<file path="src/rtl/etd_pkg.sv">
`default_nettype none

package etd_pkg;

    // Default working width of the number and of the running result.
    localparam int NUMBER_WIDTH_DEF = 32;

    // Field widths of the ports.
    localparam int NUMBER_PORT_W  = 32;
    localparam int TOTIENT_PORT_W = 32;

    // A zero input stands for this value.
    localparam int DEFAULT_NUMBER = 10;

    // First candidate divisor of the trial division.
    localparam int FIRST_DIVISOR = 2;

    // Sequencer states, one-hot.
    typedef enum logic [5:0] {
        ST_IDLE  = 6'b000001,
        ST_CHECK = 6'b000010,
        ST_DIV   = 6'b000100,
        ST_EVAL  = 6'b001000,
        ST_LAST  = 6'b010000,
        ST_DONE  = 6'b100000
    } state_t;

    // What a running division was started for.
    typedef enum logic [1:0] {
        OP_TEST  = 2'd0,
        OP_STRIP = 2'd1,
        OP_ACC   = 2'd2,
        OP_LAST  = 2'd3
    } op_t;

endpackage : etd_pkg

`default_nettype wire

</file>
<file path="src/rtl/euler_totient_trial_division.sv">
`default_nettype none

// Channel   Signals                                          Direction  Transfer when
// -------   -----------------------------------------------  ---------  ---------------------
// input     number_valid, number_ready, number[31:0]          in         valid && ready
// result    totient_valid, totient_ready, totient[31:0]       out        valid && ready
//
// Work: each division on the shared restoring divider steps through
//   NUMBER_WIDTH dividend bits and is then evaluated in ST_EVAL. Each trial
//   divisor costs one division and a setup state; each prime factor found
//   costs one extra division per power plus one to reduce the result. Worst
//   case at width 32 is about 65536 trial divisors.
// Reset: rst_n asynchronous, active low; clears the sequencer and the
//   output valid. No memory, no clearing pass.
// Stalls: the result sits in an output register; a new number is taken
//   while it waits. A finished computation holds in ST_DONE until the
//   output register is free.
module euler_totient_trial_division
    import etd_pkg::*;
#(
    parameter int NUMBER_WIDTH = NUMBER_WIDTH_DEF
) (
    input  wire logic                      clk,
    input  wire logic                      rst_n,

    input  wire logic                      number_valid,
    output logic                           number_ready,
    input  wire logic [NUMBER_PORT_W-1:0]  number,

    output logic                           totient_valid,
    input  wire logic                      totient_ready,
    output logic [TOTIENT_PORT_W-1:0]      totient
);

    localparam int W     = NUMBER_WIDTH;
    localparam int CNT_W = $clog2(W + 1);

    // Sequencer and operand registers.
    state_t           state_reg, state_next;
    op_t              op_reg, op_next;
    logic [W-1:0]     acc_reg, acc_next;      // running totient
    logic [W-1:0]     rest_reg, rest_next;    // remaining cofactor
    logic [W-1:0]     d_reg, d_next;          // candidate divisor

    // Shared divider: quo_reg holds the dividend bits still to shift in
    // and collects the quotient; rem_reg holds the partial remainder.
    logic [W-1:0]     quo_reg, quo_next;
    logic [W-1:0]     rem_reg, rem_next;
    logic [W-1:0]     dvsr_reg, dvsr_next;
    logic [CNT_W-1:0] cnt_reg, cnt_next;

    // Output register.
    logic                      out_valid_reg, out_valid_next;
    logic [TOTIENT_PORT_W-1:0] out_data_reg, out_data_next;

    // Divider step and start request.
    logic [W:0]       div_shift;
    logic [W:0]       div_diff;
    logic             div_fit;
    logic             div_start;
    logic [W-1:0]     div_dividend;
    logic [W-1:0]     div_divisor;

    logic [W-1:0]     number_w;
    logic             number_xfer;
    logic             out_load;

    assign number_ready  = (state_reg == ST_IDLE);
    assign number_xfer   = number_valid && number_ready;
    assign totient_valid = out_valid_reg;
    assign totient       = out_data_reg;

    // Take the input modulo 2^W; zero stands for the default.
    assign number_w = W'(number);

    // One restoring step: shift in the next dividend bit, try the divisor.
    assign div_shift = {rem_reg, quo_reg[W-1]};
    assign div_diff  = div_shift - {1'b0, dvsr_reg};
    assign div_fit   = (div_shift >= {1'b0, dvsr_reg});

    // Hand the result on once the output register is free or being drained.
    assign out_load  = (state_reg == ST_DONE) && (!out_valid_reg || totient_ready);

    always_comb
    begin
        state_next   = state_reg;
        op_next      = op_reg;
        acc_next     = acc_reg;
        rest_next    = rest_reg;
        d_next       = d_reg;
        div_start    = 1'b0;
        div_dividend = rest_reg;
        div_divisor  = d_reg;

        unique case (state_reg)
            ST_IDLE:
            begin
                if (number_xfer)
                begin
                    if (number_w == '0)
                    begin
                        acc_next  = W'(DEFAULT_NUMBER);
                        rest_next = W'(DEFAULT_NUMBER);
                    end
                    else
                    begin
                        acc_next  = number_w;
                        rest_next = number_w;
                    end
                    d_next     = W'(FIRST_DIVISOR);
                    state_next = ST_CHECK;
                end
            end

            ST_CHECK:
            begin
                // Divide the cofactor by the candidate: bound test and remainder.
                div_start    = 1'b1;
                div_dividend = rest_reg;
                div_divisor  = d_reg;
                op_next      = OP_TEST;
                state_next   = ST_DIV;
            end

            ST_DIV:
            begin
                if (cnt_reg == CNT_W'(1))
                begin
                    state_next = ST_EVAL;
                end
            end

            ST_EVAL:
            begin
                unique case (op_reg)
                    OP_TEST:
                    begin
                        if (d_reg > quo_reg)
                        begin
                            // Divisor squared passed the cofactor: leave the loop.
                            state_next = ST_LAST;
                        end
                        else if (rem_reg == '0)
                        begin
                            rest_next    = quo_reg;
                            div_start    = 1'b1;
                            div_dividend = quo_reg;
                            div_divisor  = d_reg;
                            op_next      = OP_STRIP;
                            state_next   = ST_DIV;
                        end
                        else
                        begin
                            d_next     = d_reg + W'(1);
                            state_next = ST_CHECK;
                        end
                    end

                    OP_STRIP:
                    begin
                        if (rem_reg == '0)
                        begin
                            rest_next    = quo_reg;
                            div_start    = 1'b1;
                            div_dividend = quo_reg;
                            div_divisor  = d_reg;
                            op_next      = OP_STRIP;
                        end
                        else
                        begin
                            // Factor fully removed: reduce the result by acc/d.
                            div_start    = 1'b1;
                            div_dividend = acc_reg;
                            div_divisor  = d_reg;
                            op_next      = OP_ACC;
                        end
                        state_next = ST_DIV;
                    end

                    OP_ACC:
                    begin
                        acc_next   = acc_reg - quo_reg;
                        d_next     = d_reg + W'(1);
                        state_next = ST_CHECK;
                    end

                    OP_LAST:
                    begin
                        acc_next   = acc_reg - quo_reg;
                        state_next = ST_DONE;
                    end

                    default:
                    begin
                        state_next = ST_IDLE;
                    end
                endcase
            end

            ST_LAST:
            begin
                // A cofactor above one is the last prime factor.
                if (rest_reg > W'(1))
                begin
                    div_start    = 1'b1;
                    div_dividend = acc_reg;
                    div_divisor  = rest_reg;
                    op_next      = OP_LAST;
                    state_next   = ST_DIV;
                end
                else
                begin
                    state_next = ST_DONE;
                end
            end

            ST_DONE:
            begin
                if (out_load)
                begin
                    state_next = ST_IDLE;
                end
            end

            default:
            begin
                state_next = ST_IDLE;
            end
        endcase
    end

    // Divider datapath.
    always_comb
    begin
        quo_next  = quo_reg;
        rem_next  = rem_reg;
        dvsr_next = dvsr_reg;
        cnt_next  = cnt_reg;

        if (div_start)
        begin
            quo_next  = div_dividend;
            rem_next  = '0;
            dvsr_next = div_divisor;
            cnt_next  = CNT_W'(W);
        end
        else if (state_reg == ST_DIV)
        begin
            quo_next = {quo_reg[W-2:0], div_fit};
            rem_next = div_fit ? div_diff[W-1:0] : div_shift[W-1:0];
            cnt_next = cnt_reg - CNT_W'(1);
        end
    end

    // Output register: drop valid on transfer, set it on load.
    always_comb
    begin
        out_valid_next = out_valid_reg;
        out_data_next  = out_data_reg;
        if (out_valid_reg && totient_ready)
        begin
            out_valid_next = 1'b0;
        end
        if (out_load)
        begin
            out_valid_next = 1'b1;
            out_data_next  = TOTIENT_PORT_W'(acc_reg);
        end
    end

    always_ff @(posedge clk or negedge rst_n)
    begin
        if (!rst_n)
        begin
            state_reg     <= ST_IDLE;
            op_reg        <= OP_TEST;
            cnt_reg       <= '0;
            out_valid_reg <= 1'b0;
        end
        else
        begin
            state_reg     <= state_next;
            op_reg        <= op_next;
            cnt_reg       <= cnt_next;
            out_valid_reg <= out_valid_next;
        end
    end

    always_ff @(posedge clk)
    begin
        acc_reg      <= acc_next;
        rest_reg     <= rest_next;
        d_reg        <= d_next;
        quo_reg      <= quo_next;
        rem_reg      <= rem_next;
        dvsr_reg     <= dvsr_next;
        out_data_reg <= out_data_next;
    end

    // The step counter never runs dry inside a division.
    a_cnt_live: assert property (@(posedge clk) disable iff (!rst_n)
        state_reg == ST_DIV |-> cnt_reg != '0)
        else $error("divider step counter is zero during a division");

    // A finished division leaves a remainder below its divisor.
    a_rem_bound: assert property (@(posedge clk) disable iff (!rst_n)
        state_reg == ST_EVAL |-> rem_reg < dvsr_reg)
        else $error("remainder not below divisor after division");

    // The divider is never run with a divisor below two.
    a_dvsr_min: assert property (@(posedge clk) disable iff (!rst_n)
        state_reg == ST_DIV |-> dvsr_reg >= W'(FIRST_DIVISOR))
        else $error("division started with a divisor below two");

    // An accepted number starts the trial loop in the next cycle.
    a_start: assert property (@(posedge clk) disable iff (!rst_n)
        number_valid && number_ready |=> state_reg == ST_CHECK)
        else $error("accepted number did not start the trial loop");

    // A result is loaded only into a free or draining output register.
    a_no_overwrite: assert property (@(posedge clk) disable iff (!rst_n)
        out_load |-> (!out_valid_reg || totient_ready))
        else $error("output register overwritten while full");

endmodule : euler_totient_trial_division

`default_nettype wire
</file>
<file path="config.mk">
export PLATFORM = sky130hd
export DESIGN_NAME = euler_totient_trial_division
export DESIGN_NICKNAME = d
export VERILOG_FILES = /design/src/rtl/etd_pkg.sv /design/src/rtl/euler_totient_trial_division.sv
export SDC_FILE = /design/constraint.sdc
export NUM_CORES = 1
export LEC_CHECK = 0
export ABC_AREA = 1
export BUFFER_PORTS_ARGS = -buffer_cell sky130_fd_sc_hd__clkbuf_2
export CORE_ASPECT_RATIO = 1.2
export CORE_MARGIN = 10
export CORE_UTILIZATION = 38
export CTS_CLUSTER_SIZE = 12
export DETAILED_ROUTE_END_ITERATION = 10
export PLACE_DENSITY = 0.59
export SYNTH_ARGS = -nofsm -noshare
export SYNTH_HDL_FRONTEND = slang
export SYNTH_SLANG_ARGS = --single-unit
</file>
<file path="constraint.sdc">
create_clock -name clk -period 3.85 [get_ports clk]
set_clock_uncertainty 0.2 [all_clocks]
set_input_delay 0.9625 -clock clk [delete_from_list [all_inputs] [get_ports clk]]
set_output_delay 0.9625 -clock clk [all_outputs]
set_load 0.03 [all_outputs]
</file>
# Word level (Yosys, flattened, before mapping)
# Cells that the tools add are included.
# op_classes
muxes,45
reduce_logical,19
addsub,4
eq_ne,21
n_lt_le_gt_ge,3
# ops
cell,n
$mux W32,15
$pmux W32 S2,7
$logic_not A32 Y1,2
$sub A32 B32 Y32,2
$mux W6,6
$pmux W6 S6,1
$ge A33 B32 Y1,1
$add A32 B1 Y32 const B,1
$gt A32 B1 Y1 const B,1
$gt A32 B32 Y1,1
$pmux W6 S4,1
$eq A6 B1 Y1 const B,2
$reduce_and A5 Y1,2
$ne A3 B3 Y1 const B,3
$reduce_and A3 Y1,3
$mux W2,4
$ne A2 B2 Y1 const B,4
$eq A6 B2 Y1 const B,1
$eq A6 B3 Y1 const B,1
$eq A6 B4 Y1 const B,1
$eq A6 B5 Y1 const B,1
$eq A6 B6 Y1 const B,1
$pmux W2 S3,1
$reduce_bool A2 Y1,3
20 further kinds,27
# word_totals
wordCells,103
in_bits,36
ff_bits,239
out_inout_bits,34

# Longest topological paths before layout
# Gate-level depths: netlist (run 1).
# logic_depth
ltp_word,7
ltp_mapped,22
depth_no_buf,20

# Worst setup path before layout (run 1)
# OpenSTA, ideal clock, no wires.
# synth_timing
path_kind,register to register
startpoint,reg state_reg[0]
endpoint,"reg rest_reg[0], enable pin"
n_path_buf,0
period_less_slack_ns,4.381
t_arrival_ns,3.749
path_slack_ns,-0.531
stages_incl_launch_ff,5
cell_sequence,dfstp_2 -> inv_1 -> nor4_1 -> o21ai_0 -> a21oi_1
# synth_between
elab_chain_cells,4
# synth_lines
item,line_no,text
start: declaration,euler_totient_trial_division.sv:39,"state_t state_reg, state_next;"
start signal: assignment,euler_totient_trial_division.sv:282,state_reg <= state_next;
$eq A6 B1 Y1 (*),euler_totient_trial_division.sv:68,assign number_ready = (state_reg == ST_IDLE);
via number_ready,euler_totient_trial_division.sv:27,"output logic number_ready,"
$logic_and A1 B1 Y1,euler_totient_trial_division.sv:69,assign number_xfer = number_valid && number_ready;
$ne A2 B1 Y1 (no line),--,
$reduce_and A3 Y1 (no line) (*),--,
end signal: assignment,euler_totient_trial_division.sv:292,rest_reg <= rest_next;
end: declaration,euler_totient_trial_division.sv:42,"logic [W-1:0] rest_reg, rest_next;"
# Mark *: on every way through the listed nets, which the timed path passes. The rest lies on a longest branch.
# A chain may end at the register's enable or synchronous reset.

# Final worst setup path (run 1)
# layout_timing
startpoint,reg quo_reg[31]
endpoint,reg rem_reg[30]
# layout_between
elab_chain_cells,4
# layout_lines
item,line_no,text
start: declaration,euler_totient_trial_division.sv:47,"logic [W-1:0] quo_reg, quo_next;"
start signal: assignment,euler_totient_trial_division.sv:294,quo_reg <= quo_next;
$gt A32 B32 Y1,euler_totient_trial_division.sv:138,if (d_reg > quo_reg)
$mux W1,euler_totient_trial_division.sv:138,
$pmux W1 S2,euler_totient_trial_division.sv:135,unique case (op_reg)
$pmux W1 S3,euler_totient_trial_division.sv:95,unique case (state_reg)
end signal: assignment,euler_totient_trial_division.sv:295,rem_reg <= rem_next;
end: declaration,euler_totient_trial_division.sv:48,"logic [W-1:0] rem_reg, rem_next;"
# Several ways; a longest one is shown, not always the timed one.

==> results of run 1 <==
[stage by stage]
step | area (um^2) | hold WS, ns
after floorplan | 17100 | 0.250
after global placement | 18200 | 0.284
after detailed placement | 18200 | 0.289
after CTS | 19200 | 0.100
after global routing | 19200 | 0.123
final | 19200 | 0.108
[where the power goes]
group          switching [mW]  internal (mW)
sequential              0.790           3.95
combinational            6.95           2.99
clock                    1.16           1.70
[cells in the final DEF, fill, tap and decap left out, types with 3 or more instances in the layout]
cell	n
o22ai_1	26
o21ai_0	219
nor2_1	189
clkbuf_16	29
xor2_1	18
nand2_1	552
a21o_1	6
nor2_2	3
a21oi_2	8
nand4_1	37
nor3_1	35
o21a_1	14
clkbuf_8	6
o21bai_1	11
nor4_1	17
a211oi_1	3
inv_2	9
nand3b_1	4
o211ai_1	35
dfrtp_1	14
buf_4	33
o21ai_1	9
or2_2	22
clkinv_2	4
a21oi_1	160
inv_1	310
clkbuf_2	69
xnor2_1	15
dfxtp_1	32
nand2_2	3
clkbuf_1	7
bufinv_16	3
ha_1	98
nand3_1	171
nor2_4	4
edfxtp_1	192
[cell usage after synthesis, types with 6 or more instances]
| library cell | n |
|---|---|
| nand3_1 | 171 |
| o21bai_1 | 11 |
| o211ai_1 | 35 |
| xor2_1 | 18 |
| dfrtp_1 | 14 |
| o21ai_1 | 9 |
| a21o_1 | 6 |
| buf_1 | 7 |
| edfxtp_1 | 192 |
| inv_2 | 9 |
| or2_2 | 22 |
| nor3_1 | 35 |
| buf_2 | 18 |
| nand2_1 | 553 |
| o21a_1 | 14 |
| a21oi_1 | 161 |
| inv_1 | 310 |
| nand4_1 | 37 |
| nor2_1 | 192 |
| dfxtp_1 | 32 |
| ha_1 | 98 |
| a21oi_2 | 8 |
| clkbuf_1 | 48 |
| o21ai_0 | 219 |
| o22ai_1 | 26 |
| nor4_1 | 18 |
| xnor2_1 | 15 |
[how the worst min path moves through the flow]
stage | from | end | slack [ns] | cells after the start
global route | rst_n | cnt_reg[1] | 0.12 | 1
finish | rst_n | cnt_reg[2] | 0.11 | 1
floorplan | acc_reg[0] | totient[0] | 0.25 | 0
global placement | rem_reg[23] | rem_reg[23] | 0.28 | 2
detailed placement | rem_reg[20] | rem_reg[20] | 0.29 | 2
CTS | rst_n | cnt_reg[2] | 0.10 | 1
[kinds of logic (layout without fill, tap and decap cells)]
group,after synthesis,in the layout,share of synthesized area [%]
simple gates,1046,1046,26.0
flops,239,239,39.6
compound gates,504,504,16.4
xor+xnor,33,33,1.69
buf+inv,397,478,8.98
fa+ha+maj,100,100,7.39
[final cells by class]
cell class                      instances  share of cell area [%]
Inverter                              320                    6.26
Sequential cell                       239                    35.3
Tap cell                              609                    3.96
Multi-Input combinational cell       1683                    46.1
Clock buffer                           42                    4.34
Timing Repair Buffer                  104                    3.29
Clock inverter                         12                   0.768
[worst max-delay path: stages, from the launching register on]
cell and delay, ns:
edfxtp_1 0.46, inv_1 0.19, ha_1 0.27, fa_1 0.41
o21ai_1 0.36, a21boi_0 0.28, o21ai_1 0.46, nand3_1 0.14
nand2_1 0.13, xor2_1 0.17, nand2_1 0.07, nand3_1 0.07
nand2_1 0.05
[layer usage]
metal / vias up / GRT usage [%] / routed length (um)
met3: 135 / 2.34 / 3400
met1: 7609 / 26.2 / 23900
met5: - / 0 / 0
met4: 0 / 8.42 / 2270
met2: 587 / 36.7 / 28100
li1: 7965 / - / -
==> metrics, run 1 <==
outcome=completed; register area share after synthesis=39.6%; Worst Setup End Kind=flop; Cell Count, Final, Fillers Out=3009; Final #Nets=2513; # IOs=70; Chip Height=253 um; Sequential cell area=0.00678 mm^2; Syn Nets=2455; Startpoint Class=flop; largest net degree at the start of global routing=54; worst-margin pin slew=0.943 ns; clk sinks=239; post-synth top area share=33.7%; Finish-stage setup viols=0; leading area contributor after synthesis=edfxtp_1; routed len/inst=19.2 um; relative slew slack=36.5%; final global-route overflow total=0; Initial DRC Count=1138; Die W=214 um; R2R Setup Slk=0.48 ns; via count=16300; CTS tree=yes; DRC=0; I/O Buffers=69; # resized after CTS=0; later-pin clock latency in the skew report=0.58 ns; area of the mapped netlist=0.0171 mm^2; Worst R2R Start=quo_reg[31]; clock root cell=clkbuf_16; Worst Path Class, Setup=flop to flop; max-cap violation count=0; total power=17.5 mW; Hold Buf Count CTS=0; core box area=0.0448 mm^2; TritonCTS buffer count=29; Starting Density=38.3%; capture point of the worst reg-to-reg path=rem_reg[30]; final hold vios=0; H-tree levels=1; setup bufs post-CTS=0; iteration count of the initial detailed-routing pass=6; Final Cycle Share=87.6%; Yosys reg bits=239; worst slack, placed=0.456 ns; die footprint=0.0540 mm^2; IR Drop Worst-Case VDD=0.566 mV; Post-synth top flop=edfxtp_1; Cells after Synth=2319; syn_area_per_cell=7.39 um^2; number of global-route vias before repair=16500; Critical Path Start=quo_reg[31]; fin worst setup slack=0.476 ns; required time of the critical path=4.11 ns; EDFF count, synth=192; Area growth syn-to-layout=12.2%; Cell variety after synth=52; placed wire-length estimate=43.7 mm; min cycle time layout=3.37 ns; ant diodes=0; Pleak=8.24 nW; DR vias/cell=5.42; crit path to=rem_reg[30]; async set-reset flop share out of synthesis=6.28%; final slew viol count=0; initial antenna violation count=0; R2R depth=12; DP Cell Count=2955; share of cells above drive strength 1=8.67%; fmax=296 MHz; top post-synthesis cells by area=edfxtp_1 (34%), nand2_1 (12%), ha_1 (7.2%); row count=85; first-pass GRT wire length=90.0 mm; hold crit path type=input port to asynchronous set/reset pin; Warnings, synthesis=0; setup TNS=0 ns; Placer Congestion=0.908; RSZ-0062 raised after global routing=false; final core occ=42.9%; Longest Clk Path Bufs=3; pwr dens=912 mW/mm^2; CP max FO=5; clock slew at reported path FFs=0.06 ns; drt total wl=57.7 mm; GRT Total Usage=21.2%; post-route ant nets=0; multi-input logic area=0.00886 mm^2; CP arrival=3.63 ns; Filler cells=4567
(Power assumes the default switching activity.)
==> run 2, diff against run 1 <==
- CORE_ASPECT_RATIO: 1.2 -> 0.8
==> metrics, run 2 (synthesis results as in run 1) <==
final global-route overflow total=0; CP Depth=12; Die W=257 um; row count=69; hold crit path type=input port to asynchronous set/reset pin; initial antenna violation count=0; global routing met2 resource utilization=32.3%; RSZ-0062 raised after global routing=false; most frequent cells in the layout=nand2_1 (552), inv_1 (310), o21ai_0 (219), edfxtp_1 (192), nor2_1 (189); Initial DRC Count=1815; number of global-route vias before repair=15900; commonest non-fill, non-tap cell in the layout=nand2_1; ant diodes=0; setup TNS=0 ns; setup bufs post-CTS=0; Longest Clk Path Bufs=3; Critical Path Start=quo_reg[31]; Hold Buf Count CTS=0; # resized after CTS=0; required time of the critical path=4.10 ns; Final #Nets=2512; final hold vios=0; crit path cell chain=inv_1, ha_1, fa_1, o21ai_1, a21boi_0, o21ai_0, nand2_1, nand3_1, xor2_1, nand2_1, nand3_1, nand2_1; clock root cell=clkbuf_16; worst-margin pin slew=0.822 ns; max-cap violation count=0; Cell Count, Final, Fillers Out=3002; Worst path max stage delay=0.62 ns; capture point of the worst reg-to-reg path=rem_reg[24]; Worst Setup End Kind=flop; clock slew at reported path FFs=0.07 ns; GRT Total Usage=21.2%; IR Drop Worst-Case VDD=1.34 mV; pwr dens=919 mW/mm^2; relative slew slack=44.6%; first-pass GRT wire length=91.4 mm; # IOs=70; met1 Use GR=30.5%; DRC=0; DR vias/cell=5.51; later-pin clock latency in the skew report=0.60 ns; final slew viol count=0; clk sinks=239; share of cells above drive strength 1=8.59%; fmax=283 MHz; Worst Path Class, Setup=flop to flop; TritonCTS buffer count=29; post-route design area=0.0192 mm^2; Area growth syn-to-layout=12.2%; post-route ant nets=0; Chip Height=210 um; Filler cells=4592; dpl cell area=0.0183 mm^2; largest net degree at the start of global routing=69; CP delay by family, top=compound AO/OA/AOI/OAI gates; die footprint=0.0540 mm^2; CTS tree=yes; Finish-stage setup viols=0; min cycle time layout=3.53 ns; R2R depth=12; Pleak=8.24 nW; via count=16600; R2R Setup Slk=0.32 ns; core box area=0.0445 mm^2; Starting Density=38.5%; grt peak-use layer=met2; Critical Path Slowest Stage Cell=o21ai_0; Worst Path Buf+Inv=1; DP Cell Count=2948; Startpoint Class=flop; iteration count of the initial detailed-routing pass=6; I/O Buffers=69; Sequential cell area=0.00678 mm^2; outcome=completed; CP arrival=3.78 ns; CP dominant cell by count=nand2_1; Worst R2R Start=quo_reg[31]; met3 Track Usage GR=3.30%; placed wire-length estimate=44.1 mm; Final Cycle Share=91.7%; H-tree levels=1; routed len/inst=19.7 um; CP max FO=5; Placer Congestion=0.947; multi-input logic area=0.00886 mm^2; drt total wl=59.0 mm
## run 2: cell types whose count changed in the layout (fill, tap and decap cells not counted), sizes merged
cell,change
clkinvlp,-1
buf,-1
clkinv,+3
bufinv,-1
clkbuf,-1
## run 2: routing by layer
layer  part of all wire, %  vias to the layer above
met2                    42                      673
met1                    47                     7824
met5                     0                        -
met3                   7.8                      106
met4                   3.0                        0
li1                      -                     7953
## run 2: through the flow
step	power [mW]	hold slack, ns	util, %	setup WS [ns]
after floorplan	11.6	0.250	-	0.0879
after global placement	14.5	0.281	41.1	0.370
after detailed placement	14.6	0.288	41.1	0.437
after CTS	17.5	0.0934	43.2	0.387
after global routing	19.1	0.123	43.2	0.136
final	17.7	0.0896	43.2	0.321
## run 2: how the worst max path moves through the flow
stage / endpoint / slack [ns]
after floorplan: rest_reg[0] / 0.09
after global placement: rem_reg[24] / 0.37
after detailed placement: rem_reg[24] / 0.44
after CTS: rem_reg[24] / 0.39
after global routing: rem_reg[24] / 0.14
final: rem_reg[24] / 0.32
## run 2: layout make-up
| class | instances | share of cell area (%) |
|---|---|---|
| multi-input cells | 1683 | 46.1 |
| flip-flops and latches | 239 | 35.3 |
| inverters | 320 | 6.26 |
| clock inverters | 13 | 0.696 |
| clock buffers | 41 | 4.27 |
| well taps | 603 | 3.93 |
| repair buffers | 103 | 3.45 |
## run 2: power by group
group	internal [mW]	switching (mW)
Sequential	3.94	0.818
Clock	1.62	1.18
Combinational	3.01	7.09
==> run 3, diff against run 2 <==
- CORE_ASPECT_RATIO: 0.8 -> 0.5
- GPL_TIMING_DRIVEN: default -> 0
- PLACE_DENSITY: 0.59 -> 0.61
- clock period: 3.85 -> 2.8 ns (I/O delays scaled with it)
==> metrics, run 3 (synthesis results as in run 1) <==
outcome=finished, violations left; failing checks=setup timing; routed len/inst=20.6 um; largest net degree at the start of global routing=42; share of cells above drive strength 1=18.3%; iteration count of the initial detailed-routing pass=6; drt total wl=64.6 mm; final slew viol count=0; clock slew at reported path FFs=0.06 ns; final hold vios=0; # IOs=70; worst-margin pin slew=1.15 ns; Starting Density=38.9%; placed wire-length estimate=48.3 mm; Critical Path Start=quo_reg[22]; final global-route overflow total=0; hold crit path type=input port to flop; final core occ=47.7%; IR Drop Worst-Case VDD=1.07 mV; Worst R2R Start=quo_reg[22]; post-route design area=0.0210 mm^2; DRC=0; Worst Path Class, Setup=flop to flop; RSZ-0062 raised after global routing=true; Int Power=13.5 mW; pwr dens=1320 mW/mm^2; CP arrival=2.91 ns; required time of the critical path=2.85 ns; die footprint=0.0545 mm^2; post-route ant nets=0; clock root cell=clkbuf_16; first-pass GRT wire length=93.9 mm; TritonCTS buffer count=27; GRT Total Usage=22.1%; number of global-route vias before repair=15900; Cell Count, Final, Fillers Out=3139; Startpoint Class=flop; Pleak=8.99 nW; dpl cell area=0.0183 mm^2; Finish-stage setup viols=69; most frequent cells in the layout=nand2_1 (538), inv_1 (277), edfxtp_1 (192), o21ai_0 (189), nor2_1 (169); NetSw=14.2 mW; min cycle time layout=2.85 ns; via count=17400; later-pin clock latency in the skew report=0.58 ns; row count=54; switching share of power=51.3%; Sequential cell area=0.00678 mm^2; Final #Nets=2666; Placer Congestion=0.961; Chip Height=170 um; H-tree levels=1; Die W=320 um; relative slew slack=23.6%; hold_sp=totient_ready; Worst Setup End Kind=flop; DR vias/cell=5.55; CTS tree=yes; worst slack, placed=-1.14 ns; met1 Use GR=30.9%; met3 Track Usage GR=4.92%; max-cap violation count=0; multi-input logic area=0.00959 mm^2; clk sinks=239; final hold slack=0.143 ns; initial antenna violation count=3; Area growth syn-to-layout=22.6%; total power=27.7 mW; global routing met2 resource utilization=34.1%; I/O Buffers=69; Filler cells=4357; fmax=351 MHz; grt peak-use layer=met2; Clock power frac=12.9%; Sequential Power Share=23.8%; Comb power frac=63.3%; setup TNS=-1.96 ns; fin worst setup slack=-0.0520 ns; Initial DRC Count=2068; Longest Clk Path Bufs=3; core box area=0.0441 mm^2; Final Cycle Share=102%; DP Cell Count=2977; CP max FO=8; commonest non-fill, non-tap cell in the layout=nand2_1
[run 3: cell count changes in the layout (fill, tap and decap cells not counted), moves of 13 or more]
cell      previous run  this run
a21oi_1            159       143
inv_1              310       277
o21ai_2              0        16
ha_1                98        84
buf_4               29       109
clkbuf_2            69        82
nand2_1            552       538
inv_2                9        38
nor2_2               3        18
clkbuf_1             7        32
nor2_1             189       169
o21ai_0            219       189
[run 3: worst paths after layout]
path	depth (start not counted)	end	slack, ns
max in group asynchronous	2	state_reg[0]	1.67
min	2	totient_valid	0.14
min in group asynchronous	2	state_reg[4]	0.38
max reg2reg	14	d_reg[5]	-0.05
max	14	d_reg[5]	-0.05
min reg2reg	2	rem_reg[24]	0.30
[run 3: routing by layer]
| layer | vias up | share of wire, % |
|---|---|---|
| met1 | 8111 | 44 |
| li1 | 8286 | - |
| met4 | 2 | 2.9 |
| met5 | - | 0.020 |
| met3 | 129 | 11 |
| met2 | 896 | 42 |
[run 3: layout make-up]
class | count | share of cell area [%]
repair buffers | 181 | 6.33
well taps | 588 | 3.50
flip-flops and latches | 239 | 32.3
repair inverters | 1 | 0.0357
inverters | 320 | 5.78
clock inverters | 12 | 0.572
plain buffers | 74 | 2.32
multi-input cells | 1686 | 45.7
diodes | 2 | 0.0238
clock buffers | 36 | 3.47
[run 3: power groups by stage]
stage               sequential (mW)  combinational, mW  clock (mW)
floorplan                      6.09               9.91           0
global placement               6.65               13.5           0
detailed placement             6.67               13.6           0
CTS                            6.58               15.3        3.60
global route                   6.67               19.2        3.77
finish                         6.59               17.5        3.58
[run 3: what timing repair did]
action / CTS / global route
cloned: 4 / 2
setup endpoints to repair: 250 / 255
resized for setup: 128 / 168
hold endpoints to repair: 14 / 0
hold buffers: 1 / 0
pin swaps: 10 / 25
setup buffers: 37 / 71
[run 3: worst max-delay path, stage by stage (launching register included)]
cell and delay, ns:
edfxtp_1 0.41, inv_2 0.14, ha_1 0.25, nand2_2 0.09, o21bai_1 0.12, nand3_1 0.13
a21oi_2 0.23, nand2_2 0.13, nand2_4 0.10, inv_2 0.05, nand2_4 0.11, buf_4 0.13
nand3_4 0.13, clkinvlp_4 0.14, buf_6 0.15
